`src/rtl/core/gnq_pkg.sv`:
```
// Package for the gamepad navigation event qualifier.
// Holds the item structs, the per-controller state row and the register indexes.
// No dependencies.
`default_nettype none

package gnq_pkg;

   localparam int unsigned NUM_CONTROLLERS_DEF = 4;
   localparam int unsigned CSR_IDX_W           = 2;
   localparam int unsigned CSR_DATA_W          = 16;

   localparam logic [CSR_IDX_W-1:0] CSR_REPEAT_DELAY    = 2'd0;
   localparam logic [CSR_IDX_W-1:0] CSR_STICK_THRESHOLD = 2'd1;

   localparam logic [15:0] REPEAT_DELAY_RST    = 16'd350;
   localparam logic [15:0] STICK_THRESHOLD_RST = 16'd29490;

   localparam logic signed [15:0] STICK_MAX = 16'sh7FFF;
   localparam logic signed [15:0] STICK_MIN = 16'sh8000;

   typedef struct packed {
      logic [1:0]         controller_id;
      logic               gamepad_present;
      logic [31:0]        time_ms;
      logic [3:0]         dpad_held;
      logic signed [15:0] stick_x;
      logic signed [15:0] stick_y;
      logic [7:0]         a_duration;
      logic [7:0]         b_duration;
      logic [7:0]         x_duration;
      logic [7:0]         y_duration;
      logic [7:0]         start_duration;
      logic [7:0]         back_duration;
   } req_type;

   typedef struct packed {
      logic [1:0]         result_controller;
      logic [3:0]         nav_events;
      logic               accept_event;
      logic               back_event;
      logic               create_event;
      logic               delete_event;
      logic signed [15:0] stick_x_out;
      logic signed [15:0] stick_y_out;
   } rsp_type;

   // One memory row per controller. Direction order: up, down, left, right.
   typedef struct packed {
      logic [3:0][31:0]   dpad_time;
      logic [31:0]        stick_time;
      logic signed [15:0] latch_x;
      logic signed [15:0] latch_y;
   } row_type;

   localparam int unsigned ROW_W = $bits(row_type);

   // Absolute value of a 16-bit axis; -32768 gives 32768.
   function automatic logic [16:0] axis_mag(input logic signed [15:0] v);
      logic signed [16:0] e;
      e = {v[15], v};
      return v[15] ? 17'(-e) : 17'(e);
   endfunction

endpackage

`default_nettype wire

```
`src/rtl/core/gamepad_nav_event_qualifier_core.sv`:
```
// Gamepad navigation event qualifier, top level.
// Uses gnq_pkg and the gnq_ram state memory.
//
// Usage:
// Each input item is one poll of one controller. The block answers every poll
// with exactly one result item: d-pad and stick directions that fired, the
// button events, and the stick values as written back.
// rsp_valid rises once the item has passed the compute stage register into the
// output register; one item is taken every cycle while req_stall is low.
// Per-controller state lives in one memory row that is read when the
// item is accepted and written back when the item moves into the output
// register. A write to the row the next item reads is forwarded.
// When rsp_stall is high the output register holds, the item in the compute
// stage waits, and req_stall rises only once that stage is occupied as well.
// Reset clears the row valid bits, so every row reads as zero until written;
// no clearing pass is needed. Registers return to their defaults.
// Configuration writes are always ready and must only happen while idle.
`default_nettype none

module gamepad_nav_event_qualifier_core
   import gnq_pkg::*;
#(
   parameter int unsigned NUM_CONTROLLERS = NUM_CONTROLLERS_DEF
) (
   input  wire logic                  clock,
   input  wire logic                  reset,
   input  wire logic                  req_valid,
   output logic                       req_stall,
   input  wire req_type               req_item,
   output logic                       rsp_valid,
   input  wire logic                  rsp_stall,
   output rsp_type                    rsp_item,
   input  wire logic                  csr_valid,
   output logic                       csr_ready,
   input  wire logic [CSR_IDX_W-1:0]  csr_index,
   input  wire logic [CSR_DATA_W-1:0] csr_wdata
);

   localparam int unsigned AW = (NUM_CONTROLLERS > 1) ? $clog2(NUM_CONTROLLERS) : 1;

   logic [15:0]          repeat_delay_ff, repeat_delay_in;
   logic [15:0]          threshold_ff, threshold_in;
   logic                 s1_valid_ff, s1_valid_in;
   req_type              s1_req_ff;
   logic                 s1_fwd_ff, s1_row_valid_ff;
   row_type              fwd_row_ff;
   logic                 out_full_ff, out_full_in;
   rsp_type              out_ff;
   logic [NUM_CONTROLLERS-1:0] row_valid_ff, row_valid_in;

   logic                 accept, s1_adv;
   logic [AW-1:0]        rd_addr, wr_addr;
   logic                 wr_en;
   logic [ROW_W-1:0]     rd_data;
   row_type              cur_row, new_row;
   rsp_type              result;
   logic                 active;

   assign csr_ready = 1'b1;
   assign rsp_valid = out_full_ff;
   assign rsp_item  = out_ff;

   assign s1_adv    = s1_valid_ff && (!out_full_ff || !rsp_stall);
   assign req_stall = s1_valid_ff && !s1_adv;
   assign accept    = req_valid && !req_stall;

   assign rd_addr = AW'(32'(req_item.controller_id));
   assign wr_addr = AW'(32'(s1_req_ff.controller_id));
   assign active  = s1_req_ff.gamepad_present
                    && (32'(s1_req_ff.controller_id) < NUM_CONTROLLERS);
   assign wr_en   = s1_adv && active;

   gnq_ram #(
      .WIDTH (ROW_W),
      .DEPTH (NUM_CONTROLLERS)
   ) u_state_ram (
      .clock   (clock),
      .wr_en   (wr_en),
      .wr_addr (wr_addr),
      .wr_data (new_row),
      .rd_en   (accept),
      .rd_addr (rd_addr),
      .rd_data (rd_data)
   );

   // A row never written reads as zero; a row written in the cycle it was read
   // comes from the forward register instead of the stale memory output.
   always_comb begin
      if (s1_fwd_ff) begin
         cur_row = fwd_row_ff;
      end else if (s1_row_valid_ff) begin
         cur_row = row_type'(rd_data);
      end else begin
         cur_row = '0;
      end
   end

   always_comb begin
      logic [31:0]        now;
      logic [31:0]        delay;
      logic [16:0]        thr, mag_x, mag_y;
      logic               xd, yd, xc, yc, fire;
      logic [3:0]         dirs;
      logic signed [15:0] nx, ny;

      now     = s1_req_ff.time_ms;
      delay   = {16'd0, repeat_delay_ff};
      thr     = {1'b0, threshold_ff};
      dirs    = '0;
      new_row = cur_row;

      for (int d = 0; d < 4; d++) begin
         if (s1_req_ff.dpad_held[d]) begin
            if ((now - cur_row.dpad_time[d]) >= delay) begin
               dirs[d]              = 1'b1;
               new_row.dpad_time[d] = now;
            end
         end else begin
            new_row.dpad_time[d] = '0;
         end
      end

      mag_x = axis_mag(s1_req_ff.stick_x);
      mag_y = axis_mag(s1_req_ff.stick_y);
      xd    = mag_x >= thr;
      yd    = mag_y >= thr;
      xc    = axis_mag(cur_row.latch_x) < thr;
      yc    = axis_mag(cur_row.latch_y) < thr;
      fire  = (xd || yd) && ((now - cur_row.stick_time) >= delay)
              && ((xd && xc) || (yd && yc));

      nx = s1_req_ff.stick_x;
      ny = s1_req_ff.stick_y;
      if (fire && xd) begin
         if (s1_req_ff.stick_x[15]) begin
            nx      = STICK_MIN;
            dirs[2] = 1'b1;
         end else begin
            nx      = STICK_MAX;
            dirs[3] = 1'b1;
         end
      end
      if (fire && yd) begin
         if (s1_req_ff.stick_y[15]) begin
            ny      = STICK_MIN;
            dirs[1] = 1'b1;
         end else begin
            ny      = STICK_MAX;
            dirs[0] = 1'b1;
         end
      end

      if (fire) begin
         new_row.stick_time = now;
         new_row.latch_x    = nx;
         new_row.latch_y    = ny;
      end else begin
         new_row.latch_x = '0;
         new_row.latch_y = '0;
      end

      result.result_controller = s1_req_ff.controller_id;
      if (active) begin
         result.nav_events   = {dirs[1], dirs[0], dirs[3], dirs[2]};
         result.accept_event = (s1_req_ff.a_duration == 8'd1)
                               || (s1_req_ff.start_duration == 8'd1);
         result.back_event   = (s1_req_ff.b_duration == 8'd1)
                               || (s1_req_ff.back_duration == 8'd1);
         result.create_event = s1_req_ff.y_duration == 8'd1;
         result.delete_event = s1_req_ff.x_duration == 8'd1;
         result.stick_x_out  = nx;
         result.stick_y_out  = ny;
      end else begin
         result.nav_events   = '0;
         result.accept_event = 1'b0;
         result.back_event   = 1'b0;
         result.create_event = 1'b0;
         result.delete_event = 1'b0;
         result.stick_x_out  = s1_req_ff.stick_x;
         result.stick_y_out  = s1_req_ff.stick_y;
      end
   end

   always_comb begin
      repeat_delay_in = repeat_delay_ff;
      threshold_in    = threshold_ff;
      if (csr_valid && csr_ready) begin
         case (csr_index)
            CSR_REPEAT_DELAY:    repeat_delay_in = csr_wdata;
            CSR_STICK_THRESHOLD: threshold_in    = csr_wdata;
            default:             ;
         endcase
      end

      if (accept) begin
         s1_valid_in = 1'b1;
      end else if (s1_adv) begin
         s1_valid_in = 1'b0;
      end else begin
         s1_valid_in = s1_valid_ff;
      end

      if (s1_adv) begin
         out_full_in = 1'b1;
      end else if (!rsp_stall) begin
         out_full_in = 1'b0;
      end else begin
         out_full_in = out_full_ff;
      end

      row_valid_in = row_valid_ff;
      if (wr_en) begin
         row_valid_in[wr_addr] = 1'b1;
      end
   end

   always_ff @(posedge clock) begin
      if (reset) begin
         repeat_delay_ff <= REPEAT_DELAY_RST;
         threshold_ff    <= STICK_THRESHOLD_RST;
         s1_valid_ff     <= 1'b0;
         out_full_ff     <= 1'b0;
         row_valid_ff    <= '0;
      end else begin
         repeat_delay_ff <= repeat_delay_in;
         threshold_ff    <= threshold_in;
         s1_valid_ff     <= s1_valid_in;
         out_full_ff     <= out_full_in;
         row_valid_ff    <= row_valid_in;
      end
   end

   always_ff @(posedge clock) begin
      if (accept) begin
         s1_req_ff       <= req_item;
         s1_fwd_ff       <= wr_en && (wr_addr == rd_addr);
         s1_row_valid_ff <= row_valid_ff[rd_addr];
      end
      if (wr_en) begin
         fwd_row_ff <= new_row;
      end
      if (s1_adv) begin
         out_ff <= result;
      end
   end

endmodule

`default_nettype wire

```
`src/rtl/core/gnq_ram.sv`:
```
// Generic single-write, single-read synchronous RAM with a registered read port.
// No dependencies.
`default_nettype none

module gnq_ram #(
   parameter int unsigned WIDTH = 8,
   parameter int unsigned DEPTH = 4,
   localparam int unsigned AW   = (DEPTH > 1) ? $clog2(DEPTH) : 1
) (
   input  wire logic             clock,
   input  wire logic             wr_en,
   input  wire logic [AW-1:0]    wr_addr,
   input  wire logic [WIDTH-1:0] wr_data,
   input  wire logic             rd_en,
   input  wire logic [AW-1:0]    rd_addr,
   output logic      [WIDTH-1:0] rd_data
);

   logic [WIDTH-1:0] mem [DEPTH];

   always_ff @(posedge clock) begin
      if (wr_en) begin
         mem[wr_addr] <= wr_data;
      end
      if (rd_en) begin
         rd_data <= mem[rd_addr];
      end
   end

endmodule

`default_nettype wire
```
`config.mk`:
```
export PLATFORM = sky130hd
export DESIGN_NAME = gamepad_nav_event_qualifier_core
export DESIGN_NICKNAME = d
export VERILOG_FILES = /design/src/rtl/core/gnq_pkg.sv /design/src/rtl/core/gamepad_nav_event_qualifier_core.sv /design/src/rtl/core/gnq_ram.sv
export SDC_FILE = /design/constraint.sdc
export NUM_CORES = 2
export LEC_CHECK = 0
export ABC_AREA = 1
export BUFFER_PORTS_ARGS = -buffer_cell sky130_fd_sc_hd__buf_2
export CORE_UTILIZATION = 41
export DETAILED_ROUTE_END_ITERATION = 12
export GPL_TIMING_DRIVEN = 0
export PLACE_DENSITY_LB_ADDON = 0.25
export SYNTH_ARGS = -nofsm -noshare
export SYNTH_HDL_FRONTEND = slang
export SYNTH_SLANG_ARGS = --single-unit
```
`constraint.sdc`:
```
create_clock -name clock -period 25.2 [get_ports clock]
set_input_delay 3.78 -clock clock [delete_from_list [all_inputs] [get_ports clock]]
set_output_delay 3.78 -clock clock [all_outputs]
set_load 0.01 [all_outputs]
```
# Yosys cells after proc, flatten, opt, wreduce, memory -nomap -nowiden
# Memory sizes are Yosys's and may differ from the RTL's. A register that Yosys moved wholly into a read port is not among the register bits.
# Index checks and enable logic that the tools add are counted.
dict set report word_totals {
  mem_count 1
  regBits 393
  elab_cells 136
  ramBits 768
}
# name depth word_bits rd rd_ports_with_merged_regs wr line_no
set mem_list {}
lappend mem_list {u_state_ram.mem 4 192 1 1 1 gnq_ram.sv:19} ;# logic [WIDTH-1:0] mem [DEPTH];
dict set report op_classes {
  n_mux 45
  addsub 9
  n_lt_le_gt_ge 12
  eq_ne 9
  reduce_logical 25
  bitwise_logic 1
}
# operator n
set ops {}
lappend ops {{two-way mux 192 bit} 2}
lappend ops {{two-way mux 32 bit} 11}
lappend ops {{greater-or-equal comparator 32 x 16 -> 1 bit} 5}
lappend ops {{subtractor 32 bit} 5}
lappend ops {{two-way mux 17 bit} 4}
lappend ops {{negator 16 -> 17 bit} 4}
lappend ops {{two-way mux 16 bit} 4}
lappend ops {{== test 8 x 1 -> 1 bit (second input constant)} 6}
lappend ops {{greater-or-equal comparator 17 x 16 -> 1 bit} 2}
lappend ops {{less-than comparator 17 x 16 -> 1 bit} 2}
lappend ops {{two-way mux 1 bit} 20}
lappend ops {{logical AND 1 bit} 12}
lappend ops {{less-than comparator 2 x 3 -> 1 bit (second input constant)} 2}
lappend ops {{logical OR 1 bit} 5}
lappend ops {{zero test 1 bit} 4}
lappend ops {{two-way mux 2 bit} 2}
lappend ops {{OR 4 bit} 1}
lappend ops {{AND reduction 2 bit} 2}
lappend ops {{binary-select mux 1 bit (select 2 bit)} 1}
lappend ops {{demux 1 bit (select 2 bit)} 1}
lappend ops {{== test 2 x 1 -> 1 bit (second input constant)} 1}
lappend ops {{== test 2 bit} 1}
lappend ops {{greater-or-equal comparator 2 x 1 -> 1 bit (second input constant)} 1}
lappend ops {{zero test 2 bit} 1}
lappend ops {{2 further kinds} 2}

# Depth between registers and ports, before layout
dict set report depth {
  ltp_word 11
  mapped_depth 38
}

# By module
# From an unflattened synthesis, not the netlist that was laid out.
dict set report unflattened {
  hier_cells 7471
  hier_area_um2 70423.8
}
# mod n_inst seq_area_each_um2 cells_each area_each_um2
set by_module_without_submodules {}
lappend by_module_without_submodules {gnq_ram 1 28827.6 3208 38072.8}
lappend by_module_without_submodules {gamepad_nav_event_qualifier_core 1 11421.0 4263 32351.0}

# Worst setup path before layout
# No wires, ideal clock.
dict set report synth_path {
  kind {input-to-reg}
  startpoint {in rsp_stall}
  endpoint {mem u_state_ram.mem[1][0] (netlist name) (enable)}
  path_slack_ps 4773
  t_required_ps 24217
  cell_stages 3
  arrival_ps 19445
  setup_time_ps 983
  cell_sequence {a21oi_1 nand2_1 nor3_1}
}
dict set report synth_via {
  elab_chain_cells 6
}
# element line_no
set synth_rtl {}
lappend synth_rtl {{start, declared} gamepad_nav_event_qualifier_core.sv:31} ;# input wire logic rsp_stall,
lappend synth_rtl {{zero test 1 bit} --}
lappend synth_rtl {{logical OR 1 bit} gamepad_nav_event_qualifier_core.sv:63} ;# assign s1_adv = s1_valid_ff && (!out_full_ff || !rsp_stall);
lappend synth_rtl {{logical AND 1 bit} gamepad_nav_event_qualifier_core.sv:63}
lappend synth_rtl {{logical AND 1 bit} gamepad_nav_event_qualifier_core.sv:71} ;# assign wr_en = s1_adv && active;
lappend synth_rtl {{two-way mux 1 bit} gnq_ram.sv:22} ;# if (wr_en) begin
lappend synth_rtl {{two-way mux 1 bit (implied by the code)} gnq_ram.sv:23} ;# mem[wr_addr] <= wr_data;
lappend synth_rtl {{end, declared} gnq_ram.sv:19}
# Every way passes these cells.

==> results.toml <==
[route]
via_count = 51000
dr.pass1.iters = 5
drt_iter0_markers = 5557
wirelength_um = 221000
antenna_left = 0
route.detailed.drc = 0
wire_per_inst_um = 24.4
via_per_inst = 5.64

[placement]
io_buffers = 185
dpl.hpwl_um = 158000
gp_congestion = 0.938
pre_cts_ws_ps = 14980

[clock_network]
cts_buffers = 148
cts_buffer_depth = 3
clkLatencyLatePin_ps = 820
cts_setup_buffers = 0
cts_sinks = 1353
htreeDepth = 4
root_buffer = "clkbuf_16"
postCtsResizedCells = 0
clk_pin_slew_worst_paths_ps = 60
cts.hold.buffers_added = 0
cts_tree = "yes"

[pwr]
p_seq_share_pct = 46.1
leakage_nw = 29.8
ir_worst_vdd_mv = 0.0644
p_clk_share_pct = 38.2
p_sw_share_pct = 28.5
powerDensity_nw_per_um2 = 75.1
switching_power_mw = 1.63
intPower_mw = 4.08
pwr-share-comb_pct = 15.7

[critical_path]
cp_max_fo = 10
endpoint = "u_state_ram.mem[0][175]"
reg2reg_depth = 28
cp_slowest_cell = "a221oi_1"
crit_buf_inv = 9
required_ps = 25750
cpLargestDelayFamily = "buffers and inverters"
cpPeakStageDelay_ps = 1220
end_kind = "flop"
critPathKind = "reg -> reg"
crit_path_start_kind = "flop"
r2r_end = "u_state_ram.mem[0][175]"
crit_arrival_ps = 11120
startpoint = "s1_row_valid_ff"
timing.rr.start = "s1_row_valid_ff"
crit_top_cell = "nand2_1"
worstSetupPathDepth = 28
reg2reg_setup_slack_ps = 14640

[sta]
min_period_ps = 10560
hold_viol_final = 0
fmax_mhz = 94.7
tightest_slew_ps = 1540
fin_worst_skew_ps = 45.6
slew_headroom_pct = -2.62
period_share_pct = 41.9
slew_viol_final = 17
setup_ws_ps = 14640
setup_viol = 0
grt_setup_unrepaired = "false"

[logic_synthesis]
syn_area_um2 = 66100
synth_edf_count = 1315
synth_cells = 6315
syn-num-nets = 6752
async_flop_share_pct = 0
ys_types = 56
syn_area_per_cell_um2 = 10.5
ys_seq_area_share_pct = 60.9
synth_ff_type = "edfxtp_1"
ys_warn_count = 0
ys_ff_latch = 1353

[final_layout]
fillerInstances = 14900
multi_input_area_um2 = 22900
drive_gt1_share_pct = 8.82
final-seq-area_um2 = 40200
syn_to_final_growth_pct = 15.0
fin_nets = 7195
fin_util_pct = 47.4

[global_route]
antenna_found_initial = 16
grt_pass1_vias = 48300
grt_usage_pct = 26.8
overflow = 0
grt_max_degree = 102
grt_pass1_wl_um = 320000

[die]
core_um2 = 160000
rows = 147
die_area_um2 = 163000
initial_core_util_pct = 41.2
io-pin-count = 187
dieHeight_um = 404
die_w_um = 404

[worst_hold_path]
min_path_type = "reg -> reg"

[outcome]
status = "finished, violations left"
failed_checks = "max-capacitance violations, max-slew violations"

[run]
maxCapViolCount = 1
[final cells by class]
type                            instances  area share, %
Inverter                              506           2.52
Clock buffer                          188           5.16
Clock inverter                         86           1.31
Sequential cell                      1353           52.9
Buffer                                264           1.44
Antenna cell                            6         0.0197
Tap cell                             2160           3.55
Multi-Input combinational cell       4192           30.1
Timing Repair Buffer                  293           2.93
[cells in the mapped netlist (all sizes together) (19+ instances only)]
| cell type | n | area share (%) |
|---|---|---|
| a21boi | 19 | 0.22 |
| a21oi | 323 | 2.4 |
| a22oi | 169 | 1.9 |
| buf | 63 | 0.51 |
| clkbuf | 201 | 1.1 |
| dfxtp | 38 | 1.2 |
| edfxtp | 1315 | 60 |
| ha | 291 | 5.5 |
| inv | 499 | 2.8 |
| nand2 | 1073 | 6.1 |
| nand3 | 209 | 1.6 |
| nand4 | 165 | 1.6 |
| nor2 | 819 | 4.7 |
| nor3 | 60 | 0.45 |
| nor4 | 20 | 0.19 |
| o211ai | 21 | 0.24 |
| o21ai | 538 | 4.1 |
| o22ai | 193 | 1.8 |
| xnor2 | 35 | 0.46 |
| xor2 | 134 | 1.8 |
[kinds of logic after synthesis]
| kind of cell | share of synthesized area [%] |
|---|---|
| buffers and inverters | 4.52 |
| other | 0.00567 |
| and+or+nand+nor | 14.9 |
| AOI/OAI and AO/OA | 11.8 |
| xor gates and xnor gates | 2.24 |
| DFF | 60.9 |
| adders and majority gates | 5.63 |
[power by group through the flow]
stage	clock (mW)	sequential [mW]	combinational, mW
6_report	2.18	2.63	0.896
5_1_grt	2.30	2.63	0.985
4_1_cts	2.21	2.63	0.878
3_5_place_dp	0	2.68	0.873
3_3_place_gp	0	2.71	0.847
2_1_floorplan	0	2.67	0.575
[worst min path at each step]
| stage | end | startpoint | depth (start not counted) | slack (ps) |
|---|---|---|---|---|
| after floorplan | rsp_item[31] | s1_req_ff[79] | 0 | 420 |
| after global placement | row_valid_ff[1] | row_valid_ff[1] | 2 | 450 |
| after detailed placement | rsp_item[31] | s1_req_ff[79] | 0 | 460 |
| after CTS | rsp_item[31] | s1_req_ff[79] | 0 | 470 |
| after global routing | rsp_item[31] | s1_req_ff[79] | 0 | 480 |
| final | rsp_item[31] | s1_req_ff[79] | 0 | 470 |
[worst reg2reg max path, delay by kind of cell (launching register included)]
family | cells | cell delay (ps)
AOI/OAI and AO/OA | 5 | 2320
xor gates and xnor gates | 1 | 200
adders and majority gates | 2 | 790
buffers and inverters | 9 | 3730
DFF | 1 | 510
and+or+nand+nor | 11 | 2750
[per-layer routing]
| layer | GRT usage [%] | vias up | share of wire [%] |
|---|---|---|---|
| li1 | - | 23500 | - |
| met1 | 37.1 | 24800 | 42 |
| met2 | 41.1 | 2291 | 44 |
| met3 | 5.23 | 405 | 9.1 |
| met4 | 11.1 | 4 | 4.1 |
| met5 | 0 | - | 0.010 |
[through the flow]
step	hold WS (ps)	setup TNS, ps	instance area, um2	power (mW)	cells
2_1_floorplan	424	0	66100	3.24	6315
3_3_place_gp	446	-7273110	69800	3.56	8660
3_5_place_dp	460	0	71100	3.55	8766
4_1_cts	474	0	76000	5.72	9040
5_1_grt	478	0	76000	5.92	9042
6_report	467	0	76000	5.71	9048
[placed cells by master, fill, tap and decap left out, types with 9 or more instances in the layout]
cell type	instances
clkinv_1	25
a31oi_1	11
buf_4	18
edfxtp_1	1315
ha_1	291
nor2_2	9
nor3_1	56
nand2_1	1068
o221ai_1	16
xnor2_1	35
o22ai_1	193
nand4_1	163
dfxtp_1	38
a21oi_1	322
a21boi_0	16
o21bai_1	18
a21o_1	11
clkinv_2	28
nand3_1	205
nor2_1	810
nor4_1	20
nand3b_1	10
a22o_1	10
a22oi_1	169
clkbuf_16	148
o21ai_0	519
o21ai_1	17
inv_1	489
clkbuf_1	231
xor2_1	134
buf_2	220
buf_6	87
buf_1	17
bufinv_16	11
o211ai_1	21
[sequential cells by signal, summed over array words and instances, names as in the netlist]
name,cells
repeat_delay_ff,16
s1_row_valid_ff,1
rsp_item,42
row_valid_ff,4
s1_fwd_ff,1
fwd_row_ff,192
rsp_valid,1
wr_addr,2
u_state_ram.rd_data,192
s1_valid_ff,1
active,1
u_state_ram.mem,768
threshold_ff,16
s1_req_ff,116
Power figures use the tool's default switching activity.
